## config.mk

```make
export PLATFORM = sky130hd
export DESIGN_NAME = tbq_coef_regs
export DESIGN_NICKNAME = d
export VERILOG_FILES = /design/src/design/tbq_pkg.sv /design/src/design/tbq_coef_regs.sv
export SDC_FILE = /design/constraint.sdc
export NUM_CORES = 1
export LEC_CHECK = 0
export ABC_CLOCK_PERIOD_IN_PS = 1350
export BUFFER_PORTS_ARGS = -buffer_cell sky130_fd_sc_hd__buf_2
export CAP_MARGIN = 5
export CORE_ASPECT_RATIO = 2
export CORE_UTILIZATION = 45
export CTS_BUF_LIST = sky130_fd_sc_hd__clkbuf_16
export DETAILED_ROUTE_END_ITERATION = 10
export PLACE_DENSITY = 0.85
export SLEW_MARGIN = 25
export SYNTH_ARGS = -nofsm -noshare
export SYNTH_HDL_FRONTEND = slang
export SYNTH_SLANG_ARGS = --single-unit
```

## constraint.sdc

```tcl
create_clock -name aclk -period 1.35 [get_ports aclk]
set_input_delay 0.27 -clock aclk [delete_from_list [all_inputs] [get_ports aclk]]
set_output_delay 0.27 -clock aclk [all_outputs]
set_load 0.02 [all_outputs]
```

## src/design/tbq_pkg.sv

```systemverilog
// Shared types and constants for the three-axis biquad lowpass unit.
// Holds the word layouts, coefficient set, register indexes and reset values.
// No dependencies.
package tbq_pkg;

    // Fixed field widths.
    localparam int SAMPLE_BITS         = 16;
    localparam int COEF_BITS           = 16;
    localparam int COEF_FRAC_BITS_DEF  = 14;
    localparam int NUM_AXES            = 3;
    localparam int NUM_COEFS           = 5;
    localparam int CFG_INDEX_BITS      = 3;

    // Configuration register indexes.
    localparam logic [CFG_INDEX_BITS-1:0] REG_FB_COEF_ONE  = 3'd0;
    localparam logic [CFG_INDEX_BITS-1:0] REG_FB_COEF_TWO  = 3'd1;
    localparam logic [CFG_INDEX_BITS-1:0] REG_FF_COEF_ZERO = 3'd2;
    localparam logic [CFG_INDEX_BITS-1:0] REG_FF_COEF_ONE  = 3'd3;
    localparam logic [CFG_INDEX_BITS-1:0] REG_FF_COEF_TWO  = 3'd4;

    // Coefficient reset values, signed Q2.14.
    localparam logic signed [COEF_BITS-1:0] FB_COEF_ONE_RST  = 16'sd18727;
    localparam logic signed [COEF_BITS-1:0] FB_COEF_TWO_RST  = -16'sd6763;
    localparam logic signed [COEF_BITS-1:0] FF_COEF_ZERO_RST = 16'sd1105;
    localparam logic signed [COEF_BITS-1:0] FF_COEF_ONE_RST  = 16'sd2210;
    localparam logic signed [COEF_BITS-1:0] FF_COEF_TWO_RST  = 16'sd1105;

    typedef logic signed [SAMPLE_BITS-1:0] sample_t;
    typedef logic signed [COEF_BITS-1:0]   coef_t;

    // Input word: one sample per axis.
    typedef struct packed {
        sample_t sample_x;
        sample_t sample_y;
        sample_t sample_z;
    } in_word_t;

    // Result word: one filtered value per axis.
    typedef struct packed {
        sample_t filtered_x;
        sample_t filtered_y;
        sample_t filtered_z;
    } out_word_t;

    // The full coefficient set shared by all axes.
    typedef struct packed {
        coef_t fb_coef_one;
        coef_t fb_coef_two;
        coef_t ff_coef_zero;
        coef_t ff_coef_one;
        coef_t ff_coef_two;
    } coef_set_t;

endpackage

```

## src/design/tbq_coef_regs.sv

```systemverilog
// Coefficient register file for the biquad lowpass unit.
// Plain write port; out-of-range indexes are ignored. Depends on tbq_pkg.
module tbq_coef_regs (
    input  logic                                aclk,
    input  logic                                aresetn,
    input  logic                                cfg_we,
    input  logic [tbq_pkg::CFG_INDEX_BITS-1:0]  cfg_index,
    input  logic [tbq_pkg::COEF_BITS-1:0]       cfg_wdata,
    output tbq_pkg::coef_set_t                  coefs
);
    import tbq_pkg::*;

    coef_set_t coefs_reg;
    coef_set_t coefs_next;

    // Decode the write into the addressed register.
    always_comb begin
        coefs_next = coefs_reg;
        if (cfg_we) begin
            unique case (cfg_index)
                REG_FB_COEF_ONE:  coefs_next.fb_coef_one  = cfg_wdata;
                REG_FB_COEF_TWO:  coefs_next.fb_coef_two  = cfg_wdata;
                REG_FF_COEF_ZERO: coefs_next.ff_coef_zero = cfg_wdata;
                REG_FF_COEF_ONE:  coefs_next.ff_coef_one  = cfg_wdata;
                REG_FF_COEF_TWO:  coefs_next.ff_coef_two  = cfg_wdata;
                default:          coefs_next = coefs_reg;
            endcase
        end
    end

    // Reset restores the default lowpass response.
    always_ff @(posedge aclk) begin
        if (!aresetn) begin
            coefs_reg.fb_coef_one  <= FB_COEF_ONE_RST;
            coefs_reg.fb_coef_two  <= FB_COEF_TWO_RST;
            coefs_reg.ff_coef_zero <= FF_COEF_ZERO_RST;
            coefs_reg.ff_coef_one  <= FF_COEF_ONE_RST;
            coefs_reg.ff_coef_two  <= FF_COEF_TWO_RST;
        end else begin
            coefs_reg <= coefs_next;
        end
    end

    assign coefs = coefs_reg;

endmodule

```

Yosys cells after proc, flatten, opt, wreduce, memory -nomap -nowiden. Index checks and enable logic that the tools add are counted.

Bitwise gates (word level): 0. Add/subtract/negate cells: 0. $mul: 0. Reduce and logical (&&, ||, !) cells: 6. Equality and inequality tests: 4. $lt $le $gt $ge: 0. Muxes and demuxes: 0. Divide/modulo/power cells: 0. Shifts and indexed selects: 0.

Operators with widths (number): AND reduction 2 bit (5); equality test 3 x 2 -> 1 bit, second input constant (2); equality test 3 x 1 -> 1 bit, second input constant (1); equality test 3 bit, second input constant (1); logical NOT 3 bit (1).

Bits in latches: 0. Flip-flop bits (word level): 80. Input port bits: 22. Bits in read-only memories: 0. Output and inout bits: 80. Bits in writable memories: 0. Memories: 0.

Longest topological paths before layout. Gate-level depths: netlist of the first run.

Word-level depth: 2. Mapped depth: 5.

Worst setup path before layout of the first run. OpenSTA, ideal clock, no wires.

Kind: in2reg. Start point: input cfg_index[0] (netlist bit). End point: register coefs_reg (netlist bit coefs[73]). Library setup time: 122 ps. Slack: -1 ps. Arrival time: 1230 ps. Path buffers: 2. Stages on the path: 4. Cells stage by stage: buf_2 -> or4b_1 -> buf_4 -> mux2i_1.

Cells in the longest elaborated chain, start to end: 2.

RTL lines: start, declared (RTL line tbq_coef_regs.sv:7) `input logic [tbq_pkg::CFG_INDEX_BITS-1:0] cfg_index,`; logical NOT 3 bit (RTL line tbq_coef_regs.sv:20) `unique case (cfg_index)`; AND reduction 2 bit (no line); end signal, assigned (RTL line tbq_coef_regs.sv:40) `coefs_reg <= coefs_next;`; end, declared (RTL line tbq_coef_regs.sv:13) `coef_set_t coefs_reg;`.

No other way between the ends. A chain may end at the register's enable or synchronous reset.

Worst setup path in the final report of the first run.
Start point: register coefs_reg (netlist bit coefs[56]). End point: output coefs[56] (netlist bit).

RTL lines: end, declared (RTL line tbq_coef_regs.sv:9) `output tbq_pkg::coef_set_t coefs`.

No word-level cell between the ends.

==> results of run 1 <==
worst max-delay path by stage:
stage	from	end	slack, ns	cells after the start
final	coefs[56]$_SDFFE_PN1P_	coefs[56]	0.20	1
after global routing	coefs[56]$_SDFFE_PN1P_	coefs[56]	0.16	1
after CTS	coefs[56]$_SDFFE_PN1P_	coefs[56]	0.17	1
after detailed placement	cfg_index[1]	coefs[62]$_SDFFE_PN1P_	-0.04	5
after global placement	cfg_index[0]	coefs[73]$_SDFFE_PN0P_	-0.03	4
after floorplan	cfg_index[0]	coefs[73]$_SDFFE_PN0P_	0.01	4
report_power, final:
part / total [mW] / switching, mW / internal (mW)
Sequential: 2.44 / 0.0291 / 2.41
Clock: 2.50 / 0.898 / 1.60
Combinational: 0.439 / 0.254 / 0.184
Total: 5.38 / 1.18 / 4.20
through the flow:
stage          setup WS (ns)  util [%]  hold slack (ns)
2_1_floorplan        0.00974         -            0.412
6_report               0.200      62.2            0.223
3_3_place_gp         -0.0262      57.6            0.440
4_1_cts                0.168      62.2            0.206
3_5_place_dp         -0.0383      57.6            0.445
5_1_grt                0.157      62.2            0.214
layout make-up:
cell class	count	area, sq um	share of cell area [%]
clock buffers	9	225	5.42
clock inverters	7	86.3	2.08
well taps	88	110	2.65
multi-input cells	198	1440	34.7
flip-flops and latches	80	1600	38.6
repair buffers	119	691	16.6
kinds of logic (layout without fill, tap and decap cells):
family        count (synthesis)  after routing  share of synthesized area (%)
buf+inv                      22            135                           3.28
flops                        80             80                           51.3
mux                          80             80                           25.6
simple gates                118            118                           19.8
cell usage after synthesis (all sizes together):
cell type / number / area (sq um)
nor2b: 41 / 257
nor4b: 1 / 23.8
nor4bb: 2 / 20.0
buf: 10 / 57.6
dfxtp: 80 / 1600
and4b: 1 / 10.0
mux2i: 80 / 801
or4b: 1 / 10.0
nand2: 68 / 255
clkbuf: 12 / 45.0
nand4b: 1 / 8.76
nand4bb: 3 / 33.8
metal layers:
layer  share of wire, %  GRT usage (%)  wire length [um]
met1                 37           22.4              2750
met2                 56           39.2              4210
met3                4.0           5.06               300
met4                3.5           13.8               267
met5                  0              0                 0
==> metrics.txt, run 1 <==
most common cell after layout, fill and taps aside=buf_2; final instance area=roughly 4200 sq um; area post-placement=just under 4000 sq um; Slowest-stage cell, CP=dfxtp_1; Largest register FFs=80; Bufs on Longest Clock Path=2; PwrDens=between 1000 and 1500 nW/um^2; Pre-antenna DRT Iters=4; Fillers=about 570; Post-Layout Cell Count=~500; Hold Startpoint=cfg_wdata[0]; Crit Path Class=reg -> out; CORE AREA=between 6000 and 7000 sq um; final hold vios=0; Worst Max-Slew Pin Slew=approximately 0.34 ns; Post-DP HPWL=around 5600 um; Mapped Area=around 3100 sq um; num rows=between 40 and 50; Hold-fix buffers, CTS=0; worst vdd ir=between 0.7 and 0.8 mV; DRC violations left=0; # H-tree levels=3; Seq cells post-synth=80; CP endpoint kind=primary output; Slew Limit Fails=0; Synth Area per Inst=about 10 sq um; Gate Count Post-Synth=300; initial antenna violation count=0; vias per cell=4.93; nets=between 400 and 500; final period utilization=around 85%; vias in the first global route=approximately 2400; fmax=between 800 and 900 MHz; CP startpoint kind=flip-flop; area grow syn2layout=33.0%; IO Count=102; CP required=between 1 and 1.5 ns; final WL=around 7500 um; final setup fails=0; Worst R2R End=coefs[32]$_SDFFE_PN1P_; clk root buf=clkbuf_16; Crit path max-delay family=flip-flops; sequential area share after synthesis=about 51%; first-pass GRT wire length=11600 um; GPL Wtd Cong=0.757; flop-to-flop setup slack=around 0.66 ns; # port buffers=just over 100; clock-pin slew on the worst setup and hold paths=0.05 ns; Die X=about 60 um; fin crit period=~1.1 ns; critical path peak fanout=2; Worst Hold Class=in -> reg; Hold EP=coefs[16]$_SDFFE_PN0P_; post-cts sizing count=0; Overflow after GRT=0; Iter 0 DRT Violations=~140; pin count of the biggest net entering global routing=46; TritonCTS clock tree=yes; clk sinks=80; routed len/inst=15.0 um; Global Route Usage Sum=22.3%; hold depth=3; Final Skew=0 ns; CP arrival=~0.88 ns; leak pwr=approximately 2 nW; share of cells above drive strength 1=approximately a third; initial core utilization=a little under half; Worst-Skew Late Latency=approximately 0.33 ns; post-synthesis net count=around 320; reg2reg start=coefs[32]$_SDFFE_PN1P_; Maximum Capacitance Violations=0; most frequent cells in the layout=buf_2, mux2i_1, dfxtp_1, nand2_1, nor2b_1; Tot Pwr=approximately 5.4 mW; Reg2Reg Depth=2; die area=~7300 sq um; Yosys Warn Count=0; status=finished clean; post-CTS setup buffers=0; RSZ-0062 raised after global routing=no; Slew HR=77.5%; TNS Setup=0 ns; CP cell instances=buf_2; CP peak stage delay=between 0.3 and 0.4 ns; Placed Cells=485; vias=2472; antenna diode count=0; Synth cell types=13; die height=approximately 120 um; Antenna Nets Post-Route=0; Worst Path Buf+Inv=1; Num CTS Buffers=9
Power figures use the tool's default switching activity.
==> run 2: changes to the inputs <==
- ABC_AREA: not set -> 1
- ABC_CLOCK_PERIOD_IN_PS: 1350 -> 1380
- CORE_UTILIZATION: 45 -> 54
- PLACE_DENSITY: 0.85 -> 0.94
- SETUP_SLACK_MARGIN: not set -> 0.3
- clock period: 1.35 -> 1.38 ns (I/O delays scaled with it)
==> metrics.txt, run 2 <==
Worst Max-Slew Pin Slew=about 0.4 ns; vias in the first global route=3385; Slew HR=between 70% and 80%; Antenna Nets Post-Route=0; CP cell instances=buf_6; vias per cell=between 5 and 6; top post-synthesis cells by count=nand2_1, nor2_1, dfxtp_1, nand3_1, inv_1; PwrDens=1160 nW/um^2; clock-pin slew on the worst setup and hold paths=about 0.06 ns; die area=around 6200 sq um; CP arrival=0.82 ns; Mapped Area=roughly 3200 sq um; Global Route Usage Sum=34.0%; CP startpoint kind=flip-flop; met3 wire len=about 620 um; vias=3470; Yosys Warn Count=0; leak pwr=about 2.3 nW; Post-DP HPWL=roughly 6300 um; DRC violations left=0; most frequent cells in the layout=nand2_1, nor2_1, nand3_1, dfxtp_2, buf_6; Synth cell types=16; top_reg_cell synth=dfxtp_1; Placed Cells=approximately 590; Worst Path Buf+Inv=1; compound-gate portion of the synthesized area=0%; critical path peak fanout=2; Post-Synth Simple-Gate Area=between 40% and 50%; initial core utilization=a little under three fifths; status=finished clean; Slowest-stage cell, CP=dfxtp_2; WL met1=approximately 3600 um; Die X=56.1 um; share of cells above drive strength 1=between 40% and 50%; Num CTS Buffers=9; GPL Wtd Cong=~0.86; sequential area share after synthesis=50.7%; most common cell after layout, fill and taps aside=nand2_1; fmax=slightly above 900 MHz; CP peak stage delay=0.35 ns; main combinational cell family by area after synthesis=simple AND/OR/NAND/NOR gates; # port buffers=~100; Top Metal Used=met4; nets=575; final setup fails=0; Seq cells post-synth=80; post-synthesis async set-or-reset flop share=0%; Largest register FFs=80; Pre-antenna DRT Iters=6; initial antenna violation count=0; post-synthesis net count=approximately 460; Maximum Capacitance Violations=0; die height=around 110 um; Bufs on Longest Clock Path=2; routed len/inst=about 17 um; post-layout util=84.0%; clk sinks=80; Crit Path Class=reg -> out; mux cell area share after synthesis=0%; worst vdd ir=~1.2 mV; IO Count=just over 100; TritonCTS clock tree=yes; synth top area cells=dfxtp_1, nand2_1, nand3_1; Synth Area per Inst=7.23 sq um; Post-Layout Cell Count=approximately 620; num rows=39; final hold vios=0; Yosys top cell area share=around half; Iter 0 DRT Violations=about 240; xor and xnor fraction of the mapped netlist area=0%; Final Skew=0 ns; first-pass GRT wire length=between 15000 and 20000 um; antenna diode count=0; CORE AREA=about 5700 sq um; fin crit period=around 1.1 ns; TNS Setup=0 ns; Worst Hold Class=in -> reg; pin count of the biggest net entering global routing=81; Crit path max-delay family=flip-flops; Worst-Skew Late Latency=0.34 ns; area grow syn2layout=50.6%; Slew Limit Fails=0; Fillers=about 290; CP required=approximately 1.1 ns; CP endpoint kind=primary output; final WL=~11000 um; # H-tree levels=3; top-count cell post-synth=nand2_1; Overflow after GRT=0; final period utilization=about four fifths; RSZ-0062 raised after global routing=yes; EDFF count, synth=0; Hold-fix buffers, CTS=0; clk root buf=clkbuf_16; Routed met2 length=approximately 6000 um; Post-Synth Adder-Cell Area=0%; Yosys top cell by area=dfxtp_1; Gate Count Post-Synth=roughly 440
run 2: cell types whose count changed in the layout (fill, tap and decap cells not counted), moves of 80 or more:
cell / before / now
dfxtp_2: 0 / 80
buf_2: 101 / 21
dfxtp_1: 80 / 0
buf_6: 0 / 80
mux2i_1: 80 / 0
nand3_1: 0 / 80
nor2_1: 0 / 105
run 2: metrics by stage:
step	cell area (sq um)	setup WS, ns	hold WS, ns	total power, mW
global route	4760	0.273	0.189	5.65
finish	4760	0.282	0.180	5.52
CTS	4620	0.276	0.164	5.44
floorplan	3160	0.413	0.389	2.87
detailed placement	3750	0.0230	0.460	3.09
global placement	3750	0.100	0.449	3.07
run 2: layer usage:
metal	GRT usage (%)	vias to the layer above
met2	62.5	192
met4	23.5	0
met1	33.8	1635
met5	0	-
met3	6.53	48
li1	-	1595
run 2: final timing paths:
kind                            depth (start not counted)  slack, ns                   start                      to
worst max-delay path                                    1       0.28  coefs[43]$_SDFFE_PN0P_               coefs[43]
worst min-delay path                                    3       0.18           cfg_wdata[15]  coefs[63]$_SDFFE_PN1P_
worst max register to register                          3       0.63   coefs[9]$_SDFFE_PN0P_   coefs[9]$_SDFFE_PN0P_
worst min register to register                          2       0.48  coefs[21]$_SDFFE_PN1P_  coefs[21]$_SDFFE_PN1P_
run 2: repair_timing:
action / 4_1_cts / 5_1_grt
setup buffers: 0 / 15
gates cloned: 0 / 1
gates resized for setup: 237 / 6
pin swaps: 0 / 1
endpoints found under the setup margin: 80 / 68
run 2: logic make-up (layout without fill, tap and decap cells):
logic type             Yosys count  after routing
buffers and inverters           45            165
flip-flops                      80             80
AND/OR/NAND/NOR                312            313
run 2: final cells by class:
class | instances | area (sq um) | area share, %
clock buffers | 9 | 225 | 4.74
inverters | 22 | 86.3 | 1.82
multi-input cells | 313 | 1350 | 28.3
well taps | 61 | 76.3 | 1.60
flip-flops and latches | 80 | 1700 | 35.8
repair buffers | 127 | 1260 | 26.6
clock inverters | 7 | 55.1 | 1.16
run 2: report_power, final:
part,switching [mW],internal [mW]
Sequential,0.0670,2.41
Clock,0.921,1.37
Combinational,0.447,0.313
